[src/sv/assert_macros.svh]
// Assertion helpers; clk and rst_n are taken from the module that uses them.
`ifndef ASSERT_MACROS_SVH
`define ASSERT_MACROS_SVH
`ifndef SYNTHESIS
`define CDIT_ASSERT_IMP(lbl, a, b) \
  lbl: assert property (@(posedge clk) disable iff (!rst_n) (a) |-> (b)) \
    else $error("same-cycle check failed");
`define CDIT_ASSERT_NXT(lbl, a, b) \
  lbl: assert property (@(posedge clk) disable iff (!rst_n) (a) |=> (b)) \
    else $error("next-cycle check failed");
`else
`define CDIT_ASSERT_IMP(lbl, a, b)
`define CDIT_ASSERT_NXT(lbl, a, b)
`endif
`endif

[src/sv/cdit_pkg.sv]
package cdit_pkg;

  localparam logic [1:0] OP_ISSUE     = 2'd0;
  localparam logic [1:0] OP_IRQ       = 2'd1;
  localparam logic [1:0] OP_SYNC      = 2'd2;
  localparam logic [1:0] OP_CLR_MEDIA = 2'd3;

  localparam logic [2:0] IRQ_NONE     = 3'd0;
  localparam logic [2:0] IRQ_READY    = 3'd1;
  localparam logic [2:0] IRQ_COMPLETE = 3'd2;
  localparam logic [2:0] IRQ_ACK      = 3'd3;
  localparam logic [2:0] IRQ_END      = 3'd4;
  localparam logic [2:0] IRQ_ERROR    = 3'd5;

  localparam logic [2:0] HND_NONE     = 3'd0;
  localparam logic [2:0] HND_READY    = 3'd1;
  localparam logic [2:0] HND_OVERRIDE = 3'd2;
  localparam logic [2:0] HND_COMPLETE = 3'd3;
  localparam logic [2:0] HND_PAUSE    = 3'd4;

  localparam logic [1:0] CFG_READY    = 2'd0;
  localparam logic [1:0] CFG_COMPLETE = 2'd1;
  localparam logic [1:0] CFG_PAUSE    = 2'd2;
  localparam logic [1:0] CFG_OVERRIDE = 2'd3;

  localparam logic [7:0] CMD_SETMODE = 8'd14;
  localparam int unsigned SHELL_OPEN_BIT = 4;

  localparam logic [7:0] FL_STATUS   = 8'h04;
  localparam logic [7:0] FL_CSTATUS  = 8'h08;
  localparam logic [7:0] FL_BLOCKING = 8'h10;
  localparam logic [7:0] FL_OPTIONAL = 8'h20;
  localparam logic [7:0] FL_SETLOC   = 8'h40;

  typedef struct packed {
    logic       rejected;
    logic       send_seek_first;
    logic [1:0] param_count;
    logic [2:0] handler_select;
    logic       error_notify_completion;
    logic [7:0] drive_status;
    logic [7:0] drive_error;
    logic       media_changed;
    logic [2:0] sync_result;
    logic       ack_waiting;
    logic       completion_waiting;
    logic [7:0] mode_setting;
  } res_t;

  typedef struct packed {
    logic push;
    logic pop;
  } buf_ctl_t;

  function automatic logic [7:0] cmd_flags(input logic [7:0] cmd);
    logic [7:0] f;
    case (cmd)
      8'd0:  f = 8'h00;
      8'd1:  f = FL_STATUS;
      8'd2:  f = FL_STATUS | 8'd3;
      8'd3:  f = FL_STATUS | FL_OPTIONAL | 8'd1;
      8'd4:  f = FL_STATUS;
      8'd5:  f = FL_STATUS;
      8'd6:  f = FL_STATUS | FL_SETLOC;
      8'd7:  f = FL_STATUS | FL_CSTATUS | FL_BLOCKING;
      8'd8:  f = FL_STATUS | FL_CSTATUS | FL_BLOCKING;
      8'd9:  f = FL_STATUS | FL_CSTATUS | FL_BLOCKING;
      8'd10: f = FL_STATUS | FL_CSTATUS | FL_BLOCKING;
      8'd11: f = FL_STATUS;
      8'd12: f = FL_STATUS;
      8'd13: f = FL_STATUS | 8'd2;
      8'd14: f = FL_STATUS | 8'd1;
      8'd15: f = FL_STATUS;
      8'd16: f = 8'h00;
      8'd17: f = 8'h00;
      8'd18: f = FL_STATUS | FL_CSTATUS | FL_BLOCKING | 8'd1;
      8'd19: f = FL_STATUS;
      8'd20: f = FL_STATUS | 8'd1;
      8'd21: f = FL_STATUS | FL_CSTATUS | FL_BLOCKING | FL_SETLOC;
      8'd22: f = FL_STATUS | FL_CSTATUS | FL_BLOCKING | FL_SETLOC;
      8'd23: f = 8'h00;
      8'd24: f = 8'h00;
      8'd25: f = 8'd1;
      8'd26: f = FL_STATUS | FL_CSTATUS | FL_BLOCKING;
      8'd27: f = FL_STATUS | FL_SETLOC;
      8'd28: f = FL_STATUS;
      8'd29: f = FL_STATUS | FL_BLOCKING | 8'd2;
      8'd30: f = FL_STATUS | FL_CSTATUS | FL_BLOCKING;
      default: f = 8'h00;
    endcase
    return f;
  endfunction

endpackage

[src/sv/cdit_out_buf.sv]
`include "assert_macros.svh"

module cdit_out_buf
  import cdit_pkg::*;
(
  input  logic     clk,
  input  logic     rst_n,
  input  buf_ctl_t ctl,
  input  res_t     din,
  output logic     full,
  output logic     out_valid,
  output res_t     dout
);

  logic out_valid_r, out_valid_nxt;
  logic skid_valid_r, skid_valid_nxt;
  res_t out_data_r, out_data_nxt;
  res_t skid_data_r, skid_data_nxt;

  always_comb begin
    out_valid_nxt  = out_valid_r;
    skid_valid_nxt = skid_valid_r;
    out_data_nxt   = out_data_r;
    skid_data_nxt  = skid_data_r;
    if (skid_valid_r) begin
      if (ctl.pop) begin
        out_data_nxt   = skid_data_r;
        skid_valid_nxt = 1'b0;
      end
    end else if (ctl.push) begin
      if (!out_valid_r || ctl.pop) begin
        out_data_nxt  = din;
        out_valid_nxt = 1'b1;
      end else begin
        skid_data_nxt  = din;
        skid_valid_nxt = 1'b1;
      end
    end else if (ctl.pop) begin
      out_valid_nxt = 1'b0;
    end
  end

  always_ff @(posedge clk) begin
    if (!rst_n) begin
      out_valid_r  <= 1'b0;
      skid_valid_r <= 1'b0;
    end else begin
      out_valid_r  <= out_valid_nxt;
      skid_valid_r <= skid_valid_nxt;
    end
    out_data_r  <= out_data_nxt;
    skid_data_r <= skid_data_nxt;
  end

  assign full      = skid_valid_r;
  assign out_valid = out_valid_r;
  assign dout      = out_data_r;

  `CDIT_ASSERT_IMP(a_skid_needs_out, skid_valid_r, out_valid_r)
  `CDIT_ASSERT_NXT(a_skid_holds, skid_valid_r && !ctl.pop, skid_valid_r && out_valid_r)
  `CDIT_ASSERT_NXT(a_push_full_to_skid, ctl.push && out_valid_r && !ctl.pop && !skid_valid_r,
                   skid_valid_r && $stable(out_data_r))
  `CDIT_ASSERT_IMP(a_no_push_when_full, skid_valid_r, !ctl.push)

endmodule

[src/sv/cd_command_interrupt_tracker.sv]
// Channel | Handshake            | Payload
// in_     | in_valid / in_stall  | op, command, param_given, mode_byte, irq_*
// out_    | out_valid / out_stall| rejected .. mode_setting, one item per input
// cfg_    | cfg_valid / cfg_ready| cfg_index (2b), cfg_data (1b), ready always high
// One item per cycle while in_stall is low.
// Tracker state and the output stage (result register or skid) update in the accepting cycle.
// A two-entry output stage (result register plus skid) keeps input open
// while one result waits; in_stall rises only when both entries are full.
// rst_n is synchronous, active low; no clearing pass is needed.

module cd_command_interrupt_tracker
  import cdit_pkg::*;
(
  input  logic       clk,
  input  logic       rst_n,
  input  logic       in_valid,
  output logic       in_stall,
  input  logic [1:0] in_op,
  input  logic [7:0] in_command,
  input  logic       in_param_given,
  input  logic [7:0] in_mode_byte,
  input  logic [2:0] in_irq_code,
  input  logic [7:0] in_irq_first_byte,
  input  logic [7:0] in_irq_error_byte,
  output logic       out_valid,
  input  logic       out_stall,
  output logic       out_rejected,
  output logic       out_send_seek_first,
  output logic [1:0] out_param_count,
  output logic [2:0] out_handler_select,
  output logic       out_error_notify_completion,
  output logic [7:0] out_drive_status,
  output logic [7:0] out_drive_error,
  output logic       out_media_changed,
  output logic [2:0] out_sync_result,
  output logic       out_ack_waiting,
  output logic       out_completion_waiting,
  output logic [7:0] out_mode_setting,
  input  logic       cfg_valid,
  output logic       cfg_ready,
  input  logic [1:0] cfg_index,
  input  logic       cfg_data
);

  logic ready_hnd_r, comp_hnd_r, pause_hnd_r, ovr_hnd_r;

  logic [7:0] cur_cmd_r, cur_cmd_nxt;
  logic       ack_r, ack_nxt;
  logic       comp_r, comp_nxt;
  logic [7:0] status_r, status_nxt;
  logic [7:0] error_r, error_nxt;
  logic [2:0] prev_irq_r, prev_irq_nxt;
  logic [7:0] mode_r, mode_nxt;
  logic       shell_r, shell_nxt;

  logic       accept;
  logic       buf_full;
  buf_ctl_t   ctl;
  res_t       res, res_q;
  logic [7:0] f_in, f_cur;
  logic       take;

  assign cfg_ready = 1'b1;
  assign in_stall  = buf_full;
  assign accept    = in_valid && !buf_full;

  always_ff @(posedge clk) begin
    if (!rst_n) begin
      ready_hnd_r <= 1'b0;
      comp_hnd_r  <= 1'b0;
      pause_hnd_r <= 1'b0;
      ovr_hnd_r   <= 1'b0;
    end else if (cfg_valid) begin
      case (cfg_index)
        CFG_READY:    ready_hnd_r <= cfg_data;
        CFG_COMPLETE: comp_hnd_r  <= cfg_data;
        CFG_PAUSE:    pause_hnd_r <= cfg_data;
        CFG_OVERRIDE: ovr_hnd_r   <= cfg_data;
        default: ;
      endcase
    end
  end

  assign f_in  = cmd_flags(in_command);
  assign f_cur = cmd_flags(cur_cmd_r);

  always_comb begin
    cur_cmd_nxt  = cur_cmd_r;
    ack_nxt      = ack_r;
    comp_nxt     = comp_r;
    status_nxt   = status_r;
    error_nxt    = error_r;
    prev_irq_nxt = prev_irq_r;
    mode_nxt     = mode_r;
    shell_nxt    = shell_r;
    take         = 1'b0;
    res          = '0;
    case (in_op)
      OP_ISSUE: begin
        if ((f_in & FL_OPTIONAL) != 8'h00) begin
          res.param_count = in_param_given ? f_in[1:0] : 2'd0;
        end else if ((f_in & FL_SETLOC) != 8'h00) begin
          res.send_seek_first = in_param_given;
        end else if (f_in[1:0] != 2'd0 && !in_param_given) begin
          res.rejected = 1'b1;
        end else begin
          res.param_count = f_in[1:0];
        end
        if (!res.rejected) begin
          cur_cmd_nxt = in_command;
          ack_nxt     = 1'b1;
          if ((f_in & FL_BLOCKING) != 8'h00) comp_nxt = 1'b1;
          if (in_command == CMD_SETMODE) mode_nxt = in_mode_byte;
        end
      end
      OP_IRQ: begin
        if (in_irq_code >= IRQ_READY && in_irq_code <= IRQ_ERROR) begin
          case (in_irq_code)
            IRQ_READY: begin
              res.handler_select = ovr_hnd_r ? HND_OVERRIDE :
                                   (ready_hnd_r ? HND_READY : HND_NONE);
              take = 1'b1;
            end
            IRQ_COMPLETE: begin
              comp_nxt = 1'b0;
              res.handler_select = comp_hnd_r ? HND_COMPLETE : HND_NONE;
              take = (f_cur & FL_CSTATUS) != 8'h00;
            end
            IRQ_ACK: begin
              ack_nxt = 1'b0;
              take = (f_cur & FL_STATUS) != 8'h00;
            end
            IRQ_END: begin
              res.handler_select = pause_hnd_r ? HND_PAUSE : HND_NONE;
              take = 1'b1;
            end
            default: begin
              error_nxt = in_irq_error_byte;
              res.handler_select = ready_hnd_r ? HND_READY : HND_NONE;
              if (ack_r || comp_r) begin
                res.error_notify_completion = comp_hnd_r;
                ack_nxt  = 1'b0;
                comp_nxt = 1'b0;
              end
              take = 1'b1;
            end
          endcase
          cur_cmd_nxt  = 8'd0;
          prev_irq_nxt = in_irq_code;
        end
      end
      OP_CLR_MEDIA: shell_nxt = 1'b0;
      default: ;
    endcase
    if (take) begin
      if (!status_r[SHELL_OPEN_BIT] && in_irq_first_byte[SHELL_OPEN_BIT]) shell_nxt = 1'b1;
      status_nxt = in_irq_first_byte;
    end
    res.drive_status       = status_nxt;
    res.drive_error        = error_nxt;
    res.media_changed      = shell_nxt;
    res.sync_result        = comp_nxt ? IRQ_NONE :
                             (prev_irq_nxt == IRQ_ACK ? IRQ_COMPLETE : prev_irq_nxt);
    res.ack_waiting        = ack_nxt;
    res.completion_waiting = comp_nxt;
    res.mode_setting       = mode_nxt;
  end

  always_ff @(posedge clk) begin
    if (!rst_n) begin
      cur_cmd_r  <= 8'd0;
      ack_r      <= 1'b0;
      comp_r     <= 1'b0;
      status_r   <= 8'd0;
      error_r    <= 8'd0;
      prev_irq_r <= IRQ_NONE;
      mode_r     <= 8'd0;
      shell_r    <= 1'b1;
    end else if (accept) begin
      cur_cmd_r  <= cur_cmd_nxt;
      ack_r      <= ack_nxt;
      comp_r     <= comp_nxt;
      status_r   <= status_nxt;
      error_r    <= error_nxt;
      prev_irq_r <= prev_irq_nxt;
      mode_r     <= mode_nxt;
      shell_r    <= shell_nxt;
    end
  end

  assign ctl.push = accept;
  assign ctl.pop  = out_valid && !out_stall;

  cdit_out_buf u_out_buf (
    .clk       (clk),
    .rst_n     (rst_n),
    .ctl       (ctl),
    .din       (res),
    .full      (buf_full),
    .out_valid (out_valid),
    .dout      (res_q)
  );

  assign out_rejected                = res_q.rejected;
  assign out_send_seek_first         = res_q.send_seek_first;
  assign out_param_count             = res_q.param_count;
  assign out_handler_select          = res_q.handler_select;
  assign out_error_notify_completion = res_q.error_notify_completion;
  assign out_drive_status            = res_q.drive_status;
  assign out_drive_error             = res_q.drive_error;
  assign out_media_changed           = res_q.media_changed;
  assign out_sync_result             = res_q.sync_result;
  assign out_ack_waiting             = res_q.ack_waiting;
  assign out_completion_waiting      = res_q.completion_waiting;
  assign out_mode_setting            = res_q.mode_setting;

endmodule

[config.mk]
export PLATFORM = sky130hd
export DESIGN_NAME = cd_command_interrupt_tracker
export DESIGN_NICKNAME = d
export VERILOG_FILES = /design/src/sv/cdit_pkg.sv /design/src/sv/cdit_out_buf.sv /design/src/sv/cd_command_interrupt_tracker.sv
export VERILOG_INCLUDE_DIRS = /design/src /design/src/sv
export SDC_FILE = /design/constraint.sdc
export NUM_CORES = 1
export LEC_CHECK = 0
export BUFFER_PORTS_ARGS = -buffer_cell sky130_fd_sc_hd__clkbuf_2
export CORE_MARGIN = 8
export CORE_UTILIZATION = 55
export CTS_CLUSTER_DIAMETER = 80
export CTS_CLUSTER_SIZE = 14
export DETAILED_ROUTE_END_ITERATION = 12
export GPL_TIMING_DRIVEN = 0
export PLACE_DENSITY = 0.75
export RECOVER_POWER = 50
export SYNTH_ARGS = -nofsm -noshare
export SYNTH_HDL_FRONTEND = slang
export SYNTH_HIERARCHICAL = 1
export SYNTH_SLANG_ARGS = --single-unit
[constraint.sdc]
create_clock -name clk -period 10.2 [get_ports clk]
set_clock_uncertainty 0.1 [all_clocks]
set_input_delay 1.02 -clock clk [delete_from_list [all_inputs] [get_ports clk]]
set_output_delay 1.02 -clock clk [all_outputs]
set_load 0.02 [all_outputs]
==> results of run 1 <==
[report_power, final]
group	leakage [uW]	total [uW]	internal (uW)	switching, uW
registers	0.00112	583	570	12.7
logic	0.00143	172	63.1	109
clock network	0.000278	572	372	200
[metal layers]
| metal | vias to the layer above | wire (um) |
|---|---|---|
| met3 | 23 | 798 |
| li1 | 1869 | - |
| met4 | 0 | 265 |
| met1 | 1886 | 5330 |
| met5 | - | 0 |
| met2 | 127 | 5960 |
[kinds of logic after synthesis]
group / share of synthesized area, %
simple gates: 12.2
flops: 55.4
mux: 19.5
compound gates: 6.84
buf+inv: 3.83
fa+ha+maj: 1.95
other cells: 0.0649
xor+xnor: 0.152
[cells in the mapped netlist, types with 2 or more instances]
master    count  area share [%]
nor3_1       13             1.1
buf_12        4             1.4
dfxtp_1      46              16
mux2i_1      26             4.5
or2_1         2            0.22
edfxtp_1     76              39
nor2b_1       7            0.76
a32oi_1       3            0.45
mux2_4       36             9.4
a211oi_1      2            0.26
nand2_1      27             1.8
clkbuf_1     14            0.91
mux2_2       28             5.5
buf_6         2            0.39
nand3_1       7            0.61
buf_2         2            0.17
nand2b_1      4            0.43
nand3b_1      4            0.52
o211ai_1      4            0.52
inv_1        10            0.65
a221o_1       2            0.35
o31ai_1       2            0.26
a21oi_1       6            0.52
and2_1        9            0.97
and3_1        2            0.22
nor2_1       59             3.8
nor3b_1       4            0.52
o21ai_0      14             1.2
ha_1          9             1.9
[cell type report]
| class | instances | area [sq um] |
|---|---|---|
| Sequential cell | 122 | 3200 |
| Multi-Input combinational cell | 299 | 2310 |
| Clock inverter | 7 | 90.1 |
| Tap cell | 136 | 170 |
| Fill cell | 814 | 3390 |
| Inverter | 12 | 45.0 |
| Buffer | 24 | 176 |
| Clock buffer | 25 | 484 |
| Timing Repair Buffer | 86 | 402 |
[stage by stage]
step	std cells	utilization (%)	total power, uW	cell area (sq um)	hold WS (ns)
final	711	67.0	1330	6890	0.394
after detailed placement	679	62.4	773	6410	0.379
after CTS	711	68.0	1350	6990	0.391
after global routing	711	67.0	1370	6890	0.412
after floorplan	457	-	714	5780	0.349
after global placement	676	61.9	766	6360	0.365
[cell usage in the layout (no fill, tap or decap), types with 9 or more instances in the layout]
| master | netlist | layout |
|---|---|---|
| clkbuf_1 | 14 | 63 |
| nor2_1 | 59 | 59 |
| clkbuf_2 | 0 | 39 |
| mux2i_1 | 26 | 26 |
| edfxtp_1 | 76 | 76 |
| mux2_2 | 28 | 12 |
| ha_1 | 9 | 9 |
| inv_1 | 10 | 11 |
| clkbuf_16 | 0 | 16 |
| mux2_4 | 36 | 28 |
| dfxtp_1 | 46 | 46 |
| nor3_1 | 13 | 13 |
| mux2_1 | 1 | 25 |
| nand2_1 | 27 | 28 |
| o21ai_0 | 14 | 14 |
[state kept, by name (all words and copies together) (netlist names), named ones only]
register,cells
u_out_buf/dout,38
u_out_buf/skid_data_r,38
cur_cmd_r,8
error_r,8
mode_r,8
status_r,8
prev_irq_r,3
ack_r,1
comp_hnd_r,1
comp_r,1
ovr_hnd_r,1
pause_hnd_r,1
ready_hnd_r,1
shell_r,1
u_out_buf/full,1
u_out_buf/out_valid,1
[path summary, 6_finish.rpt]
kind	slack, ns	to	from	cells past startpoint
min reg2reg	0.39	mode_r[1]	mode_r[1]	2
max	6.33	register	in_command[1]	14
max reg2reg	6.49	u_out_buf/skid_data_r[6]	u_out_buf/full	8
min	0.39	mode_r[1]	mode_r[1]	2
[worst max-delay path, cell delays in order]
cell and delay, ns:
clkbuf_1 0.15, inv_1 0.13, ha_1 0.31, mux2_1 0.29
a32oi_1 0.31, nand3b_1 0.21, o21ai_4 0.26, clkbuf_1 0.35
nand2_1 0.10, o31ai_1 0.11, nand2_1 0.13, ha_1 0.31
a221o_1 0.34, a2bb2oi_1 0.13
==> run metrics, run 1 <==
Die Outline Area approximately 14000 sq um; Syn-to-layout area delta 19.1%; RSZ-0062 raised after global routing false; final estimated routing congestion in global placement 0.825; final period demand of the worst path between 3 and 4 ns; Syn Area/Cell 12.6 sq um; async set-reset flop share out of synthesis 0%; initial antenna violation count 0; n_diodes 0; crit path max fanout 10; CTS tree done; H-tree depth 4; row count 37; ys flop type edfxtp_1; Ports 87; vias in the first global route around 4000; PnR worst setup slack 6.33 ns; Net Count, Synth between 500 and 600; Setup CP Type input port to register; layer with the highest usage met2; setup violators final 0; worst endpoint data arrival time roughly 4.2 ns; actual slew at the worst max-slew pin 1.42 ns; Clock Pin Slew Worst Setup and Hold Paths roughly 0.05 ns; die width roughly 120 um; Mapped Area around 5800 sq um; crit end category register; outcome completed; CTS buffer count 17; period utilization between 30% and 40%; clock latency on the worst-skew pair 0.52 ns; Max-Cap Viols 0; core area between 10000 and 15000 sq um; cts repair resizes 0; total grt overflow 0; Total GRT Usage between 10% and 20%; post-place setup slack approximately 5.8 ns; Final Hold Fails 0; Setup crit start kind input port; largest net degree at the start of global routing 39; Starting Density between 50% and 60%; CTS Buffer Depth 2; Lkg Pwr 0.00284 uW; Via density around 5.5; Antenna Nets Post-Route 0; Post-Synthesis Cells 457; setup TNS 0 ns; first-pass GRT wire length around 20 mm; met1 global-route usage 20.2%; die height about 120 um; detailed-route via count approximately 3900; Fmax 258 MHz; cell area power density a little under 200 nW/um^2; DRC viols 0; initial DRC count 200; M2 GR Usage between 30% and 40%; input/output buffers between 80 and 90; pins over their slew limit 0; Ys Warns 6; CTS hold repair buffers 0; FF+latch count, synth between 100 and 150; Post-synth EDFFs 76; met3 Use GR about 6.6%; router iterations before antenna repair 7; relative slew slack 4.39%; hpwl dp between 8 and 9 mm; fraction of layout cells with a size suffix above 1 roughly 22%; Hold Crit Class register to register; Synth cell types between 60 and 70; Post-Route WL 12.3 mm; register area share after synthesis a little under three fifths; CTS root buffer clkbuf_8; drt wl/cell between 15 and 20 um; maximum vdd ir drop slightly below 0.09 mV; # Post-CTS Setup Buffers 0; Req. time, crit path 10.50 ns; CTS Sinks about 120; final net count between 600 and 700
Power figures use the tool's default switching activity.
==> run 2, diff against run 1 <==
--- a/config.mk
+++ b/config.mk
@@ -6,6 +6,7 @@
 export SDC_FILE = /design/constraint.sdc
 export NUM_CORES = 1
 export LEC_CHECK = 0
+export ABC_AREA = 1
 export BUFFER_PORTS_ARGS = -buffer_cell sky130_fd_sc_hd__clkbuf_2
 export CORE_MARGIN = 8
 export CORE_UTILIZATION = 55
==> constraint.sdc (replaced) <==
create_clock -name clk -period 4.02 [get_ports clk]
set_clock_uncertainty 0.1 [all_clocks]
set_input_delay 0.402 -clock clk [delete_from_list [all_inputs] [get_ports clk]]
set_output_delay 0.402 -clock clk [all_outputs]
set_load 0.02 [all_outputs]
==> run metrics, run 2 <==
n_diodes 0; Critical Path Most Common Cell inv_1; largest net degree at the start of global routing 39; final net count 827; final estimated routing congestion in global placement approximately 0.90; CTS buffer count 17; Req. time, crit path 4.33 ns; fraction of layout cells with a size suffix above 1 roughly 15%; Post-Route WL roughly 13 mm; CTS root buffer clkbuf_8; top cells by count, synth nand2_1, inv_1, edfxtp_1, nor2_1, dfxtp_1; Max-Cap Viols 0; Internal Power between 2000 and 3000 uW; die width 118 um; Setup CP Type register to register; drt wl/cell about 14 um; Starting Density between 50% and 60%; ys flop type edfxtp_1; Fmax between 300 and 400 MHz; Antenna Nets Post-Route 0; DRC viols 0; Mapped Area 5760 sq um; Via density between 5 and 6; period utilization between 70% and 80%; CP max stage cell nor2_1; top cell type's share of synthesized area between 30 and 40%; cell area power density ~510 nW/um^2; crit path max fanout 10; Ys Warns 6; Die Outline Area 14000 sq um; most common library cell in the layout ignoring fill and taps nand2_1; fill count approximately 850; FF+latch count, synth around 120; fin util between 60% and 70%; Lkg Pwr 0.00316 uW; Clock power frac about 45%; async set-reset flop share out of synthesis 0%; Cells after DPL 889; total grt overflow 0; row count 37; Sw Ratio between 20% and 30%; CTS Sinks approximately 120; initial DRC count ~270; critical path cell sequence nor2_1, inv_1, nor2_4, nand2_1, inv_4, nor2_1, nor3_2, inv_1, ha_1, inv_1, nand3_1, nand3_1, nand2_1; relative slew slack roughly two fifths; dominant cell type by area after synthesis edfxtp_1; RSZ-0062 raised after global routing false; Synth cell types 36; final period demand of the worst path 3.08 ns; Hold Crit Class input port to register; Syn Area/Cell between 8 and 9 sq um; input/output buffers between 80 and 90; initial antenna violation count 0; Net Count, Synth between 700 and 800; outcome completed; detailed-route via count approximately 4700; pins over their slew limit 0; Post-Synthesis Cells 667; first-pass GRT wire length between 20 and 25 mm; Setup crit start kind register; Final Hold Fails 0; # Post-CTS Setup Buffers 0; Comb pwr share 13.0%; core area 10200 sq um; cts repair resizes 0; CTS tree done; Psw around 900 uW; setup violators final 0; router iterations before antenna repair 6; actual slew at the worst max-slew pin just under 0.9 ns; Post-synth EDFFs between 70 and 80; crit end category register; Worst path max stage delay 0.48 ns; H-tree depth 4; clock latency on the worst-skew pair roughly 0.52 ns; vias in the first global route 4772; worst endpoint data arrival time ~3.4 ns; Ports 87; Total GRT Usage between 10% and 20%; commonest cells after routing, fill and taps aside nand2_1, inv_1, edfxtp_1; Syn-to-layout area delta 19.6%; CTS hold repair buffers 0; count leader, synth nand2_1; hpwl dp roughly 9.6 mm; die height 118 um; sequential share of power 42.3%; maximum vdd ir drop approximately 0.27 mV; register area share after synthesis roughly 56%; CTS Buffer Depth 2; final std cells w/o fill between 900 and 1000; Clock Pin Slew Worst Setup and Hold Paths about 0.060 ns; largest cells by area after synthesis edfxtp_1, dfxtp_1, nand2_1, inv_1, a21oi_1
run 2: worst paths after layout:
check	startpoint	to	slack (ns)	cells past startpoint
setup / recovery	u_out_buf/full	register	0.94	13
hold / removal	in_command[6]	cur_cmd_r[6]	0.04	3
setup reg to reg	u_out_buf/full	register	0.94	13
hold reg to reg	cur_cmd_r[6]	cur_cmd_r[6]	0.37	2
run 2: final cells by class:
class | count | area, sq um | area share [%]
inverter | 104 | 395 | 5.74
multi-input combinational | 417 | 1970 | 28.5
clock buffer | 24 | 536 | 7.77
clock inverter | 8 | 97.6 | 1.42
buffer | 24 | 124 | 1.80
sequential | 122 | 3200 | 46.5
tap | 136 | 170 | 2.47
timing repair buffer | 86 | 398 | 5.77
run 2: routing by layer:
metal	up-vias	track usage [%]	wire (um)
li1	2367	-	-
met1	2153	21.8	5420
met2	171	33.0	6680
met3	26	4.90	906
met4	0	9.61	296
met5	-	0	0
run 2: through the flow:
step	setup TNS (ns)	total power, uW	setup slack [ns]	hold WS, ns	area (sq um)
final	0	3530	0.940	0.0444	6890
after global routing	0	3650	0.699	0.0549	6890
after CTS	0	3570	1.45	0.0277	7030
after detailed placement	0	1990	1.20	0.363	6400
after global placement	-21.65	1960	-0.571	0.352	6360
after floorplan	0	1830	0.497	0.329	5760
run 2: kinds of logic (layout without fill, tap and decap cells):
group	Yosys count	count (layout)	synth area share [%]
AO/OA/AOI/OAI	107	107	10.3
adder cells (fa/ha/maj)	9	9	1.95
buffers and inverters	128	246	9.23
flip-flops	122	122	55.6
other	1	1	0.0651
AND/OR/NAND/NOR	300	300	22.9
run 2: power groups by stage:
stage / Clock, uW / Combinational, uW / Sequential (uW)
finish: 1580 / 457 / 1490
global route: 1640 / 508 / 1500
CTS: 1590 / 481 / 1490
detailed placement: 0 / 476 / 1520
global placement: 0 / 445 / 1520
floorplan: 0 / 252 / 1580
run 2: worst max-delay path: cells and delay by family, from the launching register on:
| kind | cells | cell delay [ns] |
|---|---|---|
| fa+ha+maj | 1 | 0.28 |
| buf+inv | 4 | 0.75 |
| flops | 1 | 0.34 |
| simple gates | 8 | 1.49 |
